`src/design/mqttrx_pkg.sv`:
```
// Shared types, codes and constants of the MQTT receive engine.
package mqttrx_pkg;

  localparam logic [15:0] MAX_TOPIC   = 16'd127;
  localparam int          MAX_RESULTS = 5;
  localparam int          RESQ_DEPTH  = 8;
  localparam int          RESQ_AW     = $clog2(RESQ_DEPTH);

  localparam logic [3:0] T_CONNACK  = 4'd2;
  localparam logic [3:0] T_PUBLISH  = 4'd3;
  localparam logic [3:0] T_PUBACK   = 4'd4;
  localparam logic [3:0] T_PUBREC   = 4'd5;
  localparam logic [3:0] T_SUBACK   = 4'd9;
  localparam logic [3:0] T_UNSUBACK = 4'd11;
  localparam logic [3:0] T_PINGRESP = 4'd13;

  typedef enum logic {
    OP_RX  = 1'b0,
    OP_REQ = 1'b1
  } op_e;

  typedef enum logic [2:0] {
    REQ_CONNECT    = 3'd0,
    REQ_DISCONNECT = 3'd1,
    REQ_PING       = 3'd2,
    REQ_PUBLISH    = 3'd3,
    REQ_SUBSCRIBE  = 3'd4,
    REQ_UNSUB      = 3'd5,
    REQ_NONE       = 3'd6
  } req_e;

  typedef enum logic [2:0] {
    KIND_REQ_STATUS = 3'd0,
    KIND_RSP_STATUS = 3'd1,
    KIND_TOPIC      = 3'd2,
    KIND_PAYLOAD    = 3'd3,
    KIND_ACK_TX     = 3'd4,
    KIND_PUB_START  = 3'd5
  } kind_e;

  typedef enum logic [3:0] {
    ST_OK          = 4'd0,
    ST_UNEXPECTED  = 4'd1,
    ST_BAD_SIZE    = 4'd2,
    ST_BAD_CONTENT = 4'd3,
    ST_OVERLONG    = 4'd4,
    ST_TOPIC_LONG  = 4'd5,
    ST_BAD_QOS     = 4'd6,
    ST_MALFORMED   = 4'd7,
    ST_REJECTED    = 4'd8
  } status_e;

  typedef enum logic [2:0] {
    PH_HDR     = 3'd0,
    PH_LEN     = 3'd1,
    PH_BODY    = 3'd2,
    PH_TLEN    = 3'd3,
    PH_TOPIC   = 3'd4,
    PH_PID     = 3'd5,
    PH_PAYLOAD = 3'd6,
    PH_SKIP    = 3'd7
  } phase_e;

  typedef struct packed {
    logic       op;
    logic [7:0] rx_byte;
    logic [2:0] request_code;
  } in_t;

  typedef struct packed {
    logic [2:0]  kind;
    logic [7:0]  byte_value;
    logic [3:0]  status;
    logic [1:0]  qos_level_out;
    logic [27:0] pay_len;
    logic        last;
  } out_t;

  typedef struct packed {
    logic [2:0]                   count;
    out_t [MAX_RESULTS-1:0]       item;
  } batch_t;

endpackage

```
`src/design/mqtt_receive_protocol_engine.sv`:
```
// Top level of the MQTT client receive engine: input register, parser and result queue.
//
// Takes one beat per cycle (a received byte or a local request) into an input register;
// the parser handles it once the queue has room and writes its zero to five results into an
// eight-entry queue, which hands out one result per cycle while the receiver is ready. The
// first result of a beat passes through the input register and then the queue memory.
// Input is held back while the queue has fewer than five free entries, so a run of packet
// id bytes, each closing a QoS 1 or 2 publish header with five results, is paced by the
// one-per-cycle output drain.
module mqtt_receive_protocol_engine (
  input  logic             clk_i,
  input  logic             rst_ni,
  input  logic             in_valid_i,
  output logic             in_ready_o,
  input  mqttrx_pkg::in_t  in_data_i,
  output logic             out_valid_o,
  input  logic             out_ready_i,
  output mqttrx_pkg::out_t out_data_o
);

  logic                          in_valid_q, in_valid_d;
  mqttrx_pkg::in_t               in_q;
  logic                          proc_fire;
  mqttrx_pkg::batch_t            batch;
  logic [mqttrx_pkg::RESQ_AW:0]  level;

  assign proc_fire  = in_valid_q &&
                      (level <= (mqttrx_pkg::RESQ_AW+1)'(mqttrx_pkg::RESQ_DEPTH -
                                                         mqttrx_pkg::MAX_RESULTS));
  assign in_ready_o = !in_valid_q || proc_fire;
  assign in_valid_d = in_ready_o ? in_valid_i : in_valid_q;

  always_ff @(posedge clk_i or negedge rst_ni) begin
    if (!rst_ni) begin
      in_valid_q <= 1'b0;
    end else begin
      in_valid_q <= in_valid_d;
    end
  end

  always_ff @(posedge clk_i) begin
    if (in_valid_i && in_ready_o) begin
      in_q <= in_data_i;
    end
  end

  mqttrx_parser u_parser (
    .clk_i   (clk_i),
    .rst_ni  (rst_ni),
    .step_i  (proc_fire),
    .item_i  (in_q),
    .batch_o (batch)
  );

  mqttrx_resq u_resq (
    .clk_i   (clk_i),
    .rst_ni  (rst_ni),
    .wr_i    (proc_fire),
    .batch_i (batch),
    .valid_o (out_valid_o),
    .ready_i (out_ready_i),
    .data_o  (out_data_o),
    .level_o (level)
  );

  a_level_bound: assert property (@(posedge clk_i) disable iff (!rst_ni)
    level <= (mqttrx_pkg::RESQ_AW+1)'(mqttrx_pkg::RESQ_DEPTH))
    else $error("result queue overflow");

  a_batch_bound: assert property (@(posedge clk_i) disable iff (!rst_ni)
    proc_fire |-> batch.count <= 3'(mqttrx_pkg::MAX_RESULTS))
    else $error("batch larger than queue headroom");

  a_hold_input: assert property (@(posedge clk_i) disable iff (!rst_ni)
    (in_valid_q && !proc_fire) |=> (in_valid_q && $stable(in_q)))
    else $error("stalled beat lost from input register");

  a_empty_idle: assert property (@(posedge clk_i) disable iff (!rst_ni)
    (level == '0) |-> !out_valid_o)
    else $error("output valid with empty queue");

endmodule

```
`src/design/mqttrx_parser.sv`:
```
// Packet parser and connection tracker: turns one beat into a batch of results.
module mqttrx_parser (
  input  logic               clk_i,
  input  logic               rst_ni,
  input  logic               step_i,
  input  mqttrx_pkg::in_t    item_i,
  output mqttrx_pkg::batch_t batch_o
);

  logic                 conn_q, conn_d;
  logic [2:0]           pend_q, pend_d;
  mqttrx_pkg::phase_e   phase_q, phase_d;
  logic [3:0]           ptype_q, ptype_d;
  logic [3:0]           pflags_q, pflags_d;
  logic [27:0]          rem_q, rem_d;
  logic [2:0]           lbc_q, lbc_d;
  logic [1:0]           bidx_q, bidx_d;
  logic [7:0]           saved_q, saved_d;
  logic [15:0]          topic_q, topic_d;
  logic [1:0]           qos_q, qos_d;
  logic                 bad_q, bad_d;

  logic [7:0]           b;
  logic [27:0]          rem_dec;
  logic [27:0]          len_part;
  logic [27:0]          acc;
  logic [2:0]           lbc_inc;
  logic [2:0]           rsp_req;
  logic [1:0]           rsp_size;
  logic [7:0]           want;
  logic                 body_bad;
  logic [15:0]          topic_new;
  logic [15:0]          topic_dec;
  logic [1:0]           tl_qos;
  logic [27:0]          need;
  logic [1:0]           pub_qos;
  mqttrx_pkg::out_t     pstart;
  mqttrx_pkg::phase_e   pstart_phase;
  mqttrx_pkg::phase_e   skip_acc;
  mqttrx_pkg::phase_e   skip_dec;

  function automatic mqttrx_pkg::out_t mk(
    input logic [2:0]  kind,
    input logic [7:0]  bv,
    input logic [3:0]  st,
    input logic [1:0]  q,
    input logic [27:0] plen,
    input logic        lst
  );
    mqttrx_pkg::out_t r;
    r.kind           = kind;
    r.byte_value     = bv;
    r.status         = st;
    r.qos_level_out  = q;
    r.pay_len        = plen;
    r.last           = lst;
    return r;
  endfunction

  function automatic mqttrx_pkg::out_t stat(input logic [2:0] kind, input logic [3:0] st);
    return mk(kind, 8'd0, st, 2'd0, 28'd0, 1'b0);
  endfunction

  assign b         = item_i.rx_byte;
  assign rem_dec   = rem_q - 28'd1;
  assign acc       = rem_q | len_part;
  assign lbc_inc   = lbc_q + 3'd1;
  assign topic_new = {saved_q, b};
  assign topic_dec = topic_q - 16'd1;
  assign tl_qos    = pflags_q[2:1];
  assign need      = {12'd0, topic_new} + ((tl_qos != 2'd0) ? 28'd2 : 28'd0);
  assign pub_qos   = (phase_q == mqttrx_pkg::PH_TLEN) ? tl_qos : qos_q;
  assign pstart    = mk(mqttrx_pkg::KIND_PUB_START, 8'd0, mqttrx_pkg::ST_OK, pub_qos,
                        rem_dec, 1'b0);
  assign pstart_phase = (rem_dec == 28'd0) ? mqttrx_pkg::PH_HDR : mqttrx_pkg::PH_PAYLOAD;
  assign skip_acc  = (acc == 28'd0) ? mqttrx_pkg::PH_HDR : mqttrx_pkg::PH_SKIP;
  assign skip_dec  = (rem_dec == 28'd0) ? mqttrx_pkg::PH_HDR : mqttrx_pkg::PH_SKIP;

  always_comb begin
    case (lbc_q[1:0])
      2'd0:    len_part = {21'd0, b[6:0]};
      2'd1:    len_part = {14'd0, b[6:0], 7'd0};
      2'd2:    len_part = {7'd0, b[6:0], 14'd0};
      default: len_part = {b[6:0], 21'd0};
    endcase
  end

  always_comb begin
    unique case (ptype_q)
      mqttrx_pkg::T_CONNACK:  begin rsp_req = mqttrx_pkg::REQ_CONNECT;   rsp_size = 2'd2; end
      mqttrx_pkg::T_PUBACK:   begin rsp_req = mqttrx_pkg::REQ_PUBLISH;   rsp_size = 2'd2; end
      mqttrx_pkg::T_SUBACK:   begin rsp_req = mqttrx_pkg::REQ_SUBSCRIBE; rsp_size = 2'd3; end
      mqttrx_pkg::T_UNSUBACK: begin rsp_req = mqttrx_pkg::REQ_UNSUB;     rsp_size = 2'd2; end
      mqttrx_pkg::T_PINGRESP: begin rsp_req = mqttrx_pkg::REQ_PING;      rsp_size = 2'd0; end
      default:                begin rsp_req = mqttrx_pkg::REQ_NONE;      rsp_size = 2'd0; end
    endcase
  end

  always_comb begin
    want = 8'd0;
    if (bidx_q == 2'd1) begin
      want = (ptype_q == mqttrx_pkg::T_UNSUBACK) ? 8'd2 : 8'd1;
    end
    body_bad = (bidx_q == 2'd2) ? (b > 8'd2) : (b != want);
  end

  always_comb begin
    conn_d   = conn_q;
    pend_d   = pend_q;
    phase_d  = phase_q;
    ptype_d  = ptype_q;
    pflags_d = pflags_q;
    rem_d    = rem_q;
    lbc_d    = lbc_q;
    bidx_d   = bidx_q;
    saved_d  = saved_q;
    topic_d  = topic_q;
    qos_d    = qos_q;
    bad_d    = bad_q;
    batch_o  = '0;
    if (step_i) begin
      if (item_i.op == mqttrx_pkg::OP_REQ) begin
        if (!conn_q) begin
          if (item_i.request_code == mqttrx_pkg::REQ_CONNECT) begin
            pend_d = mqttrx_pkg::REQ_CONNECT;
          end else begin
            batch_o.count   = 3'd1;
            batch_o.item[0] = stat(mqttrx_pkg::KIND_REQ_STATUS, mqttrx_pkg::ST_UNEXPECTED);
          end
        end else if (item_i.request_code == mqttrx_pkg::REQ_DISCONNECT) begin
          conn_d          = 1'b0;
          batch_o.count   = 3'd1;
          batch_o.item[0] = stat(mqttrx_pkg::KIND_REQ_STATUS, mqttrx_pkg::ST_OK);
        end else if (item_i.request_code >= mqttrx_pkg::REQ_PING &&
                     item_i.request_code <= mqttrx_pkg::REQ_UNSUB) begin
          pend_d = item_i.request_code;
        end else begin
          batch_o.count   = 3'd1;
          batch_o.item[0] = stat(mqttrx_pkg::KIND_REQ_STATUS, mqttrx_pkg::ST_UNEXPECTED);
        end
      end else begin
        unique case (phase_q)
          mqttrx_pkg::PH_HDR: begin
            ptype_d  = b[7:4];
            pflags_d = b[3:0];
            rem_d    = '0;
            lbc_d    = '0;
            phase_d  = mqttrx_pkg::PH_LEN;
          end
          mqttrx_pkg::PH_LEN: begin
            rem_d = acc;
            lbc_d = lbc_inc;
            if (b[7]) begin
              if (lbc_inc >= 3'd4) begin
                phase_d         = mqttrx_pkg::PH_HDR;
                batch_o.count   = 3'd1;
                batch_o.item[0] = stat(mqttrx_pkg::KIND_RSP_STATUS, mqttrx_pkg::ST_OVERLONG);
              end
            end else begin
              bidx_d = '0;
              bad_d  = 1'b0;
              if (rsp_req != mqttrx_pkg::REQ_NONE) begin
                if (pend_q != rsp_req) begin
                  phase_d         = skip_acc;
                  batch_o.count   = 3'd1;
                  batch_o.item[0] = stat(mqttrx_pkg::KIND_RSP_STATUS,
                                         mqttrx_pkg::ST_UNEXPECTED);
                end else begin
                  pend_d = mqttrx_pkg::REQ_NONE;
                  if (acc != {26'd0, rsp_size}) begin
                    phase_d         = skip_acc;
                    batch_o.count   = 3'd1;
                    batch_o.item[0] = stat(mqttrx_pkg::KIND_RSP_STATUS,
                                           mqttrx_pkg::ST_BAD_SIZE);
                  end else if (rsp_size == 2'd0) begin
                    phase_d         = mqttrx_pkg::PH_HDR;
                    batch_o.count   = 3'd1;
                    batch_o.item[0] = stat(mqttrx_pkg::KIND_RSP_STATUS, mqttrx_pkg::ST_OK);
                  end else begin
                    phase_d = mqttrx_pkg::PH_BODY;
                  end
                end
              end else if (ptype_q == mqttrx_pkg::T_PUBLISH) begin
                if (acc < 28'd2) begin
                  phase_d         = skip_acc;
                  batch_o.count   = 3'd1;
                  batch_o.item[0] = stat(mqttrx_pkg::KIND_RSP_STATUS,
                                         mqttrx_pkg::ST_MALFORMED);
                end else begin
                  phase_d = mqttrx_pkg::PH_TLEN;
                end
              end else begin
                phase_d = skip_acc;
              end
            end
          end
          mqttrx_pkg::PH_BODY: begin
            rem_d  = rem_dec;
            bidx_d = bidx_q + 2'd1;
            if (ptype_q == mqttrx_pkg::T_CONNACK) begin
              if (bidx_q == 2'd0) begin
                bad_d = (b != 8'd0);
              end else begin
                phase_d       = mqttrx_pkg::PH_HDR;
                batch_o.count = 3'd1;
                if (bad_q) begin
                  batch_o.item[0] = stat(mqttrx_pkg::KIND_RSP_STATUS,
                                         mqttrx_pkg::ST_BAD_CONTENT);
                end else if (b != 8'd0) begin
                  batch_o.item[0] = stat(mqttrx_pkg::KIND_RSP_STATUS,
                                         mqttrx_pkg::ST_REJECTED);
                end else begin
                  conn_d          = 1'b1;
                  batch_o.item[0] = stat(mqttrx_pkg::KIND_RSP_STATUS, mqttrx_pkg::ST_OK);
                end
              end
            end else begin
              bad_d = bad_q | body_bad;
              if (rem_dec == 28'd0) begin
                phase_d         = mqttrx_pkg::PH_HDR;
                batch_o.count   = 3'd1;
                batch_o.item[0] = stat(mqttrx_pkg::KIND_RSP_STATUS,
                                       (bad_q | body_bad) ? mqttrx_pkg::ST_BAD_CONTENT
                                                          : mqttrx_pkg::ST_OK);
              end
            end
          end
          mqttrx_pkg::PH_TLEN: begin
            rem_d = rem_dec;
            if (bidx_q == 2'd0) begin
              saved_d = b;
              bidx_d  = 2'd1;
            end else begin
              topic_d = topic_new;
              qos_d   = tl_qos;
              if (topic_new > mqttrx_pkg::MAX_TOPIC) begin
                phase_d         = skip_dec;
                batch_o.count   = 3'd1;
                batch_o.item[0] = stat(mqttrx_pkg::KIND_RSP_STATUS,
                                       mqttrx_pkg::ST_TOPIC_LONG);
              end else if (tl_qos == 2'd3) begin
                phase_d         = skip_dec;
                batch_o.count   = 3'd1;
                batch_o.item[0] = stat(mqttrx_pkg::KIND_RSP_STATUS, mqttrx_pkg::ST_BAD_QOS);
              end else if (need > rem_dec) begin
                phase_d         = skip_dec;
                batch_o.count   = 3'd1;
                batch_o.item[0] = stat(mqttrx_pkg::KIND_RSP_STATUS,
                                       mqttrx_pkg::ST_MALFORMED);
              end else if (topic_new == 16'd0) begin
                if (tl_qos != 2'd0) begin
                  phase_d = mqttrx_pkg::PH_PID;
                  bidx_d  = '0;
                end else begin
                  phase_d         = pstart_phase;
                  batch_o.count   = 3'd1;
                  batch_o.item[0] = pstart;
                end
              end else begin
                phase_d = mqttrx_pkg::PH_TOPIC;
              end
            end
          end
          mqttrx_pkg::PH_TOPIC: begin
            rem_d           = rem_dec;
            topic_d         = topic_dec;
            batch_o.count   = 3'd1;
            batch_o.item[0] = mk(mqttrx_pkg::KIND_TOPIC, b, mqttrx_pkg::ST_OK, 2'd0, 28'd0,
                                 topic_dec == 16'd0);
            if (topic_dec == 16'd0) begin
              if (qos_q != 2'd0) begin
                phase_d = mqttrx_pkg::PH_PID;
                bidx_d  = '0;
              end else begin
                phase_d         = pstart_phase;
                batch_o.count   = 3'd2;
                batch_o.item[1] = pstart;
              end
            end
          end
          mqttrx_pkg::PH_PID: begin
            rem_d = rem_dec;
            if (bidx_q == 2'd0) begin
              saved_d = b;
              bidx_d  = 2'd1;
            end else begin
              phase_d         = pstart_phase;
              batch_o.count   = 3'd5;
              batch_o.item[0] = mk(mqttrx_pkg::KIND_ACK_TX,
                                   {(qos_q == 2'd1) ? mqttrx_pkg::T_PUBACK
                                                    : mqttrx_pkg::T_PUBREC, 4'd0},
                                   mqttrx_pkg::ST_OK, 2'd0, 28'd0, 1'b0);
              batch_o.item[1] = mk(mqttrx_pkg::KIND_ACK_TX, 8'd2, mqttrx_pkg::ST_OK, 2'd0,
                                   28'd0, 1'b0);
              batch_o.item[2] = mk(mqttrx_pkg::KIND_ACK_TX, saved_q, mqttrx_pkg::ST_OK, 2'd0,
                                   28'd0, 1'b0);
              batch_o.item[3] = mk(mqttrx_pkg::KIND_ACK_TX, b, mqttrx_pkg::ST_OK, 2'd0,
                                   28'd0, 1'b1);
              batch_o.item[4] = pstart;
            end
          end
          mqttrx_pkg::PH_PAYLOAD: begin
            rem_d           = rem_dec;
            batch_o.count   = 3'd1;
            batch_o.item[0] = mk(mqttrx_pkg::KIND_PAYLOAD, b, mqttrx_pkg::ST_OK, 2'd0, 28'd0,
                                 rem_dec == 28'd0);
            if (rem_dec == 28'd0) begin
              phase_d = mqttrx_pkg::PH_HDR;
            end
          end
          default: begin
            rem_d = rem_dec;
            if (rem_dec == 28'd0) begin
              phase_d = mqttrx_pkg::PH_HDR;
            end
          end
        endcase
      end
    end
  end

  always_ff @(posedge clk_i or negedge rst_ni) begin
    if (!rst_ni) begin
      conn_q   <= 1'b0;
      pend_q   <= mqttrx_pkg::REQ_NONE;
      phase_q  <= mqttrx_pkg::PH_HDR;
      ptype_q  <= '0;
      pflags_q <= '0;
      rem_q    <= '0;
      lbc_q    <= '0;
      bidx_q   <= '0;
      saved_q  <= '0;
      topic_q  <= '0;
      qos_q    <= '0;
      bad_q    <= 1'b0;
    end else begin
      conn_q   <= conn_d;
      pend_q   <= pend_d;
      phase_q  <= phase_d;
      ptype_q  <= ptype_d;
      pflags_q <= pflags_d;
      rem_q    <= rem_d;
      lbc_q    <= lbc_d;
      bidx_q   <= bidx_d;
      saved_q  <= saved_d;
      topic_q  <= topic_d;
      qos_q    <= qos_d;
      bad_q    <= bad_d;
    end
  end

endmodule

```
`src/design/mqttrx_resq.sv`:
```
// Result queue: takes a batch of up to five results at once, hands out one per beat.
module mqttrx_resq (
  input  logic                            clk_i,
  input  logic                            rst_ni,
  input  logic                            wr_i,
  input  mqttrx_pkg::batch_t              batch_i,
  output logic                            valid_o,
  input  logic                            ready_i,
  output mqttrx_pkg::out_t                data_o,
  output logic [mqttrx_pkg::RESQ_AW:0]    level_o
);

  mqttrx_pkg::out_t                 mem_q [mqttrx_pkg::RESQ_DEPTH];
  logic [mqttrx_pkg::RESQ_AW-1:0]   wr_ptr_q, wr_ptr_d;
  logic [mqttrx_pkg::RESQ_AW-1:0]   rd_ptr_q, rd_ptr_d;
  logic [mqttrx_pkg::RESQ_AW:0]     level_q, level_d;
  logic [mqttrx_pkg::RESQ_AW:0]     wr_cnt;
  logic                             pop;

  assign valid_o = (level_q != '0);
  assign data_o  = mem_q[rd_ptr_q];
  assign level_o = level_q;
  assign pop     = valid_o && ready_i;
  assign wr_cnt  = wr_i ? (mqttrx_pkg::RESQ_AW+1)'(batch_i.count) : '0;

  always_comb begin
    wr_ptr_d = wr_ptr_q + mqttrx_pkg::RESQ_AW'(wr_cnt);
    rd_ptr_d = rd_ptr_q + (pop ? mqttrx_pkg::RESQ_AW'(1) : '0);
    level_d  = level_q + wr_cnt - (pop ? (mqttrx_pkg::RESQ_AW+1)'(1) : '0);
  end

  always_ff @(posedge clk_i) begin
    if (wr_i) begin
      for (int k = 0; k < mqttrx_pkg::MAX_RESULTS; k++) begin
        if (3'(k) < batch_i.count) begin
          mem_q[wr_ptr_q + mqttrx_pkg::RESQ_AW'(k)] <= batch_i.item[k];
        end
      end
    end
  end

  always_ff @(posedge clk_i or negedge rst_ni) begin
    if (!rst_ni) begin
      wr_ptr_q <= '0;
      rd_ptr_q <= '0;
      level_q  <= '0;
    end else begin
      wr_ptr_q <= wr_ptr_d;
      rd_ptr_q <= rd_ptr_d;
      level_q  <= level_d;
    end
  end

endmodule

```
`config.mk`:
```
export PLATFORM = sky130hd
export DESIGN_NAME = mqtt_receive_protocol_engine
export DESIGN_NICKNAME = d
export VERILOG_FILES = /design/src/design/mqttrx_pkg.sv /design/src/design/mqtt_receive_protocol_engine.sv /design/src/design/mqttrx_parser.sv /design/src/design/mqttrx_resq.sv
export SDC_FILE = /design/constraint.sdc
export NUM_CORES = 1
export LEC_CHECK = 0
export BUFFER_PORTS_ARGS = -buffer_cell sky130_fd_sc_hd__buf_4
export CAP_MARGIN = 20
export CORE_ASPECT_RATIO = 0.8
export CORE_UTILIZATION = 45
export CTS_BUF_LIST = sky130_fd_sc_hd__clkbuf_4
export DETAILED_ROUTE_END_ITERATION = 10
export SETUP_SLACK_MARGIN = 0.05
export SYNTH_ARGS = -nofsm -noshare
export SYNTH_HDL_FRONTEND = slang
export SYNTH_SLANG_ARGS = --single-unit
```
`constraint.sdc`:
```
create_clock -name clk_i -period 15.1 [get_ports clk_i]
set_clock_uncertainty 0.2 [all_clocks]
set_input_delay 3.02 -clock clk_i [delete_from_list [all_inputs] [get_ports clk_i]]
set_output_delay 3.02 -clock clk_i [all_outputs]
set_load 0.03 [all_outputs]
```
Word level (Yosys, flattened, before mapping):

Memories as Yosys holds them, arrays and structs flattened.
Index checks and enable logic that the tools add are counted.

* bitwise gates (word level): 4
* reduce and logical (&&, ||, !) cells: 40
* order comparisons: 13
* equal/unequal tests: 45
* muxes and demuxes: 145
* add/subtract/negate cells: 13

Operators with widths (count)
* 46-bit two-way mux: 19
* 233-bit two-way mux: 2
* 46-bit case mux with 6 select lines: 1
* 184-bit two-way mux: 1
* 44-bit two-way mux: 4
* 3-bit two-way mux: 47
* 138-bit two-way mux: 1
* 46-bit case mux with 2 select lines: 1
* 28-bit case mux with 3 select lines: 1
* 32-bit two-way mux: 2
* 28-bit zero test: 2
* 28-bit case mux with 2 select lines: 1
* 1-bit two-way mux: 38
* 3-bit case mux with 6 select lines: 2
* 35-bit two-way mux: 1
* 16-bit zero test: 2
* 2-bit two-way mux: 16
* 16-bit case mux with 2 select lines: 1
* 3-bit inequality test, second input constant: 10
* 28-bit greater-than comparator: 1
* 28-bit by 2-bit < comparator with 1-bit output, second input constant: 1
* 28-bit by 2-bit inequality test with 1-bit output: 1
* 28-bit bitwise OR: 1
* 28-bit by 1-bit subtractor with 28-bit output, second input constant: 1
* other kinds (60): 103

* register bits: 97
* input port bits: 16
* memories kept: 1
* RAM bits: 368

Memory list
* u_resq.mem_q: depth 8, bits a word 46, read ports 1, clocked after memory_dff 0, wr ports 5, line mqttrx_resq.sv:13 `mqttrx_pkg::out_t mem_q [mqttrx_pkg::RESQ_DEPTH];`

Logic depth before layout (Yosys ltp):

Gate-level depths: netlist (run 1).

* depth after elaboration: 16
* depth in mapped cells: 20
* gate-level depth less buffers: 19

Cells and area by module:

A second synthesis (run 1) with hierarchy kept.

* cell total of the unflattened synthesis: 4355
* area, all modules: 40475.1 µm²

Modules (own cells, without submodules)
* mqttrx_resq: cells each 3228, sequential area each 11300.8 µm², area an instance 31891.8 µm², times used 1
* mqttrx_parser: cells each 1110, sequential area each 1829.3 µm², area an instance 8169.1 µm², times used 1
* mqtt_receive_protocol_engine: cells each 17, sequential area each 385.4 µm², area an instance 414.1 µm², times used 1

Worst setup path after synthesis (run 1):

Ideal clock, no wire load.

* path kind: reg-to-reg
* start: reg u_parser.rem_q[7]
* end: mem u_resq.mem_q[3][35] in the netlist's numbering
* library setup time: 253 ps
* clock period less this slack: 7220 ps
* path buffers: 4
* required time: 14647 ps
* path slack: 7880 ps
* data arrival time: 6767 ps
* stages on the path, launching flop included: 18
* cell sequence: dfrtp_1 buf_2 nor4_4 nand4_1 buf_2 or3_1 and2_1 clkbuf_1 ha_1 nand2_1 or3b_1 a2111oi_1 a31oi_1 nor4_1 nor3_1 clkbuf_1 o31ai_1 o221ai_1

RTL lines
* start: declaration: line mqttrx_parser.sv:15 `logic [27:0] rem_q, rem_d;`
* start signal: assignment: line mqttrx_parser.sv:342 `rem_q <= rem_d;`
* end: declaration: line mqttrx_resq.sv:13

==> results of run 1 <==
routing by layer:
metal  GRT usage  vias to the layer above
met4     0.09714                        0
li1            -                     9324
met5           0                        -
met3      0.1047                      220
met1      0.4397                    10532
met2      0.4339                     1340
state kept, by name, indices dropped and copies added, names as in the netlist, 3 cells and up:
name,flops
u_parser.pend_q,3
in_q,12
u_resq.mem_q,368
u_resq.wr_ptr_q,3
u_parser.phase_q,3
u_resq.level_o,4
u_parser.topic_q,16
u_parser.lbc_q,3
u_parser.saved_q,8
u_parser.ptype_q,4
u_parser.rem_q,28
u_resq.rd_ptr_q,3
where the power goes:
part           internal, mW  leakage (nW)  switching, mW
clock                 0.521         0.862          0.543
sequential             1.55          4.41          0.315
combinational         0.823          4.94           1.29
cell families (layout without fill, tap and decap cells):
family / after synthesis / after routing / synth area share
DFF: 464 / 464 / 0.4861
and+or+nand+nor: 857 / 857 / 0.1573
muxes: 203 / 203 / 0.1284
other: 0 / 5 / 0
adders and majority gates: 42 / 42 / 0.02100
xor gates and xnor gates: 60 / 60 / 0.02061
AOI/OAI and AO/OA: 551 / 551 / 0.1482
buffers and inverters: 245 / 395 / 0.03837
layout by cell type (no fill, tap or decap), types with 13 or more instances in the layout:
cell type / synthesis / layout
o21ai_0: 110 / 109
a22oi_1: 73 / 73
a31oi_1: 15 / 15
mux4_2: 92 / 92
o211ai_1: 46 / 46
o221ai_1: 22 / 22
or3_1: 13 / 13
nand3_1: 52 / 52
nor2b_1: 13 / 13
and3_1: 13 / 13
inv_1: 46 / 46
dfrtp_1: 82 / 79
o22a_1: 18 / 18
and2_1: 19 / 19
xnor2_1: 35 / 35
edfxtp_1: 268 / 268
nor4_1: 25 / 22
nand4_1: 19 / 19
nor2_1: 330 / 328
o311ai_0: 14 / 14
dfxtp_1: 112 / 112
ha_1: 38 / 38
nand2_1: 218 / 213
a21oi_1: 112 / 112
xor2_1: 25 / 25
buf_4: 2 / 139
mux2i_1: 39 / 39
clkinv_1: 1 / 29
clkbuf_4: 0 / 172
mux2_2: 70 / 70
nor3_1: 74 / 68
worst max-delay path, cell delays in order (launching register included):
cell and delay (ps):
dfrtp_4 790, buf_4 580, buf_4 820, mux4_2 610
mux2_2 310, buf_4 180
worst paths after layout:
check | from | endpoint | slack, ps
max | u_resq.rd_ptr_q[0] | out_data_o[43] | 7580
min | u_resq.mem_q[2][31] | u_resq.mem_q[2][31] | 260
max reg2reg | u_parser.rem_q[0] | u_resq.mem_q[0][7] | 7650
min reg2reg | u_resq.mem_q[2][31] | u_resq.mem_q[2][31] | 260
max in group asynchronous | rst_ni | u_parser.rem_q[5] | 11650
min in group asynchronous | rst_ni | u_parser.topic_q[14] | 1760
metrics by stage:
step                      hold slack [ps]  area (um2)  total power [mW]  worst slack [ps]
after floorplan                     232.8       25500             3.254              7880
after global placement              242.9       26780             3.928              8080
after detailed placement            251.2       26790             3.966              7963
after CTS                           262.3       28250             5.028              7420
after global routing                275.3       28280             5.287              7245
final                               259.6       28280             5.047              7580
final cells by class:
type,count,share of cell area
inverters,47,0.006239
clock inverters,35,0.005663
clock buffers,172,0.04566
multi-input cells,1713,0.4327
repair buffers,141,0.03748
diodes,5,0.0004425
well taps,750,0.03318
flip-flops and latches,464,0.4386
==> run summary, run 1 <==
Status -> complete, no violations
Period utilization -> 0.4980
Cell taking the most area after synthesis -> edfxtp_1
Setup_tns -> 0 ps
Asr flop ratio synth -> 0.1810
Max VDD drop -> 0.00009869 V
CP required -> 11,880 ps
Met2 WL -> 37.26 mm
DRC -> 0
Static leakage -> 10.22 nW
HPWL after DPL -> 56.54 mm
Vias in the first global route -> 20,865
Crit path DAT -> 4300 ps
# rows -> 77
Yosys top cell area share -> 0.3156
H-tree levels -> 3
Drt first pass iters -> 6
Top cells by count, synth -> nor2_1, edfxtp_1, nand2_1, clkbuf_1
Post-synthesis net count -> 2,478
Top_reg_cell synth -> edfxtp_1
Most numerous cell in the Yosys netlist -> nor2_1
Total track usage -> 0.3071
Number of max-cap violations -> 0
Final nets -> 2,540
Hold path depth -> 2
# IOs -> 64
EDFF count, synth -> 268
Setup Fix Bufs, Post-CTS -> 0
Dpl cells -> 3,112
Slew margin rel. -> 0.2412
Mapped Area -> 25,500 um2
CTS Sinks -> 464
Via density -> 6.437
Crit end category -> output port
CORE AREA -> 55,590 um2
Final Hold Viols -> 0
CP startpoint kind -> flop
Buffers on Ports -> 63
Grt ovf -> 0
Final Setup Violations -> 0
RSZ-0062 raised after global routing -> no
Sequential area share after synthesis -> 0.4861
Clock Pin Slew Worst Setup and Hold Paths -> 70 ps
Yosys warnings -> 0
CTS Buffer Depth -> 3
Tmin final -> 7520 ps
R2R cell count -> 16
Initial antenna violation count -> 2
PwrDens -> 178.5 nW/um2
PostCTS Resize Cnt -> 0
Area occupied by multi-input gates -> 12,240 um2
CTS tree -> done
Final wirelength -> 88.50 mm
Initial Utilization -> 0.4587
Worst hold path class -> reg -> reg
Iteration-0 DRC Markers -> 3,000
P&R area growth vs syn -> 10.90%
Routed Antenna Nets -> 0
Cts bufs inserted -> 117
# fillers -> 5,099
Die ar. -> 57,620 um2
DR WL/cell -> 26.60 um
CTS Hold Bufs -> 0
Synth Register Bits -> 464
Die height -> 214.9 um
Area contributors post-synth -> edfxtp_1, dfxtp_1, mux4_2
Max-slew violations -> 0
Final Core Density -> 0.5087
Cell variety after synth -> 95
Fin cells -> 3,327
First-pass GRT wire length -> 131.8 mm
Measured slew at the worst slew-check pin -> 1130 ps
Vias -> 21,416
Routed met1 length -> 37.66 mm
Post-Synthesis Cells -> 2,422
Share of cells above drive strength 1 -> 0.2154
Worst-Skew Late Latency -> 940 ps
Met3 WL -> 11.11 mm
Placer congestion estimate -> 1.004
Sequential cell area -> 12,400 um2
Max Used Layer -> met4
Crit-path max FO -> 44
Mapped Avg Cell Area -> 10.53 um2
Largest net degree at the start of global routing -> 66
Chip Width -> 268.1 um
Max Fclk -> 133.0 MHz
CTS root buf -> clkbuf_4
Critical setup path kind -> reg -> out
No activity file was read; power rests on OpenSTA's default activity.
==> run 2: changes to the inputs <==
Clock period 15.1 ns to 6.8 ns, I/O delays scaled along.
==> run 2 against run 1 <==
Against the previous run:
- critical path depth rose by 11
- wire length up 0.93%
- combinational power is 130% higher
- die area is the same
==> run summary, run 2 (synthesis results as in run 1) <==
Status -> complete, no violations
Final Setup Violations -> 0
Static leakage -> 10.45 nW
CP required -> 7430 ps
Sequential cell area -> 12,400 um2
Buffers on Ports -> 63
Commonest cells after routing, fill and taps aside -> nor2_1, edfxtp_1, nand2_1
HPWL after DPL -> 58.31 mm
Final wirelength -> 89.32 mm
Cts bufs inserted -> 117
Largest net degree at the start of global routing -> 59
Vias in the first global route -> 21,198
CP startpoint kind -> flop
Reg2reg start -> u_parser.rem_q[0]
Most used routing layer -> met2
M2 GR Usage -> 0.4509
Crit end category -> flop
DRC -> 0
CTS root buf -> clkbuf_4
First-pass GRT wire length -> 134.1 mm
Max Fclk -> 161.8 MHz
Vias -> 21,526
Tmin final -> 6181 ps
Final Hold Viols -> 0
# fillers -> 5,007
CTS tree -> done
DP Area -> 27,130 um2
R2R Setup Slk -> 620 ps
Finished Cell Area -> 28,720 um2
Iteration-0 DRC Markers -> 2,565
Total track usage -> 0.3123
Setup Fix Bufs, Post-CTS -> 0
Placer congestion estimate -> 0.9818
RSZ-0062 raised after global routing -> no
Crit-path max FO -> 33
Final nets -> 2,569
Crit path DAT -> 6810 ps
Post-Place Setup Slack -> 835.9 ps
Worst r2r dst -> u_resq.mem_q[6][33]
Period utilization -> 0.9090
Chip Width -> 268.1 um
CTS Sinks -> 464
PnR worst setup slack -> 619.0 ps
Share of cells above drive strength 1 -> 0.2276
# IOs -> 64
Die height -> 214.9 um
Max VDD drop -> 0.0002400 V
Measured slew at the worst slew-check pin -> 1135 ps
Worst-Skew Late Latency -> 910 ps
Critical setup path kind -> reg -> reg
Number of max-cap violations -> 0
Largest Register -> u_resq.mem_q
Grt ovf -> 0
CTS Hold Bufs -> 0
Clock Pin Slew Worst Setup and Hold Paths -> 70 ps
Max-slew violations -> 0
CORE AREA -> 55,590 um2
# rows -> 77
Slew margin rel. -> 0.2374
Global routing usage on met3 -> 0.09419
Initial Utilization -> 0.4587
CTS Buffer Depth -> 3
Most common cell after layout, fill and taps aside -> nor2_1
Met1 Usage GRT -> 0.4445
Max reg flops -> 368
Area occupied by multi-input gates -> 12,260 um2
Worst hold path class -> in -> async
PwrDens -> 400.4 nW/um2
PostCTS Resize Cnt -> 0
R2R cell count -> 16
Via density -> 6.407
Largest regs -> u_resq.mem_q x368, u_parser.rem_q x28, u_parser.topic_q x16
DR WL/cell -> 26.58 um
Routed Antenna Nets -> 0
H-tree levels -> 3
Setup_tns -> 0 ps
Die ar. -> 57,620 um2
Initial antenna violation count -> 4
P&R area growth vs syn -> 12.64%
Drt first pass iters -> 7
## run 2: cell types whose count changed in the layout (fill, tap and decap cells not counted), sizes merged
cell | before | now
clkinvlp | 1 | 0
clkinv | 33 | 36
inv | 48 | 49
bufinv | 0 | 2
buf | 141 | 169
## run 2: critical path, cell delays in order, from the launching register on
cell and delay [ps]:
dfrtp_1 590, inv_1 160, ha_1 290, nor4b_1 490, nand4_1 200, xnor2_1 340
inv_1 200, ha_1 340, nand2_1 60, or3b_1 350, a2111oi_1 730, a31oi_1 200
nor4_1 540, or3_1 240, buf_12 250, nand2_2 440, mux2_2 430
## run 2: how the worst max path moves through the flow
stage / start / to / slack, ps
floorplan: u_parser.rem_q[7] / u_resq.mem_q[7][10] / 640
global placement: u_parser.rem_q[0] / u_resq.mem_q[5][0] / 1000
detailed placement: u_parser.rem_q[0] / u_resq.mem_q[6][33] / 840
CTS: u_parser.rem_q[0] / u_resq.mem_q[7][7] / 790
global route: u_parser.rem_q[0] / u_resq.mem_q[7][7] / 290
finish: u_parser.rem_q[0] / u_resq.mem_q[6][33] / 620
## run 2: per-stage QoR
step / power, mW / instances / hold WS, ps / util
after floorplan: 7.228 / 2422 / 232.8 / -
after global placement: 8.889 / 3138 / 241.9 / 0.4879
after detailed placement: 8.980 / 3139 / 248.0 / 0.4881
after CTS: 11.47 / 3350 / 172.6 / 0.5157
after global routing: 12.07 / 3360 / 158.3 / 0.5166
final: 11.50 / 3360 / 208.8 / 0.5166
## run 2: cell type report
cell class | count | area share
Antenna cell | 5 | 0.0004357
Clock buffer | 171 | 0.04470
Clock inverter | 40 | 0.008887
Inverter | 47 | 0.006143
Multi-Input combinational cell | 1713 | 0.4269
Sequential cell | 464 | 0.4319
Tap cell | 750 | 0.03267
Timing Repair Buffer | 170 | 0.04836
## run 2: routing by layer
layer  vias to the layer above  part of all wire
met5                         -           0.00038
met4                         4             0.031
met3                       217              0.11
met2                      1231              0.43
met1                     10700              0.42
li1                       9374                 -
## run 2: report_power, final
group | switching (mW) | total (mW) | internal, mW
Sequential | 0.668 | 4.11 | 3.44
Clock | 1.23 | 2.47 | 1.24
Combinational | 2.99 | 4.91 | 1.92
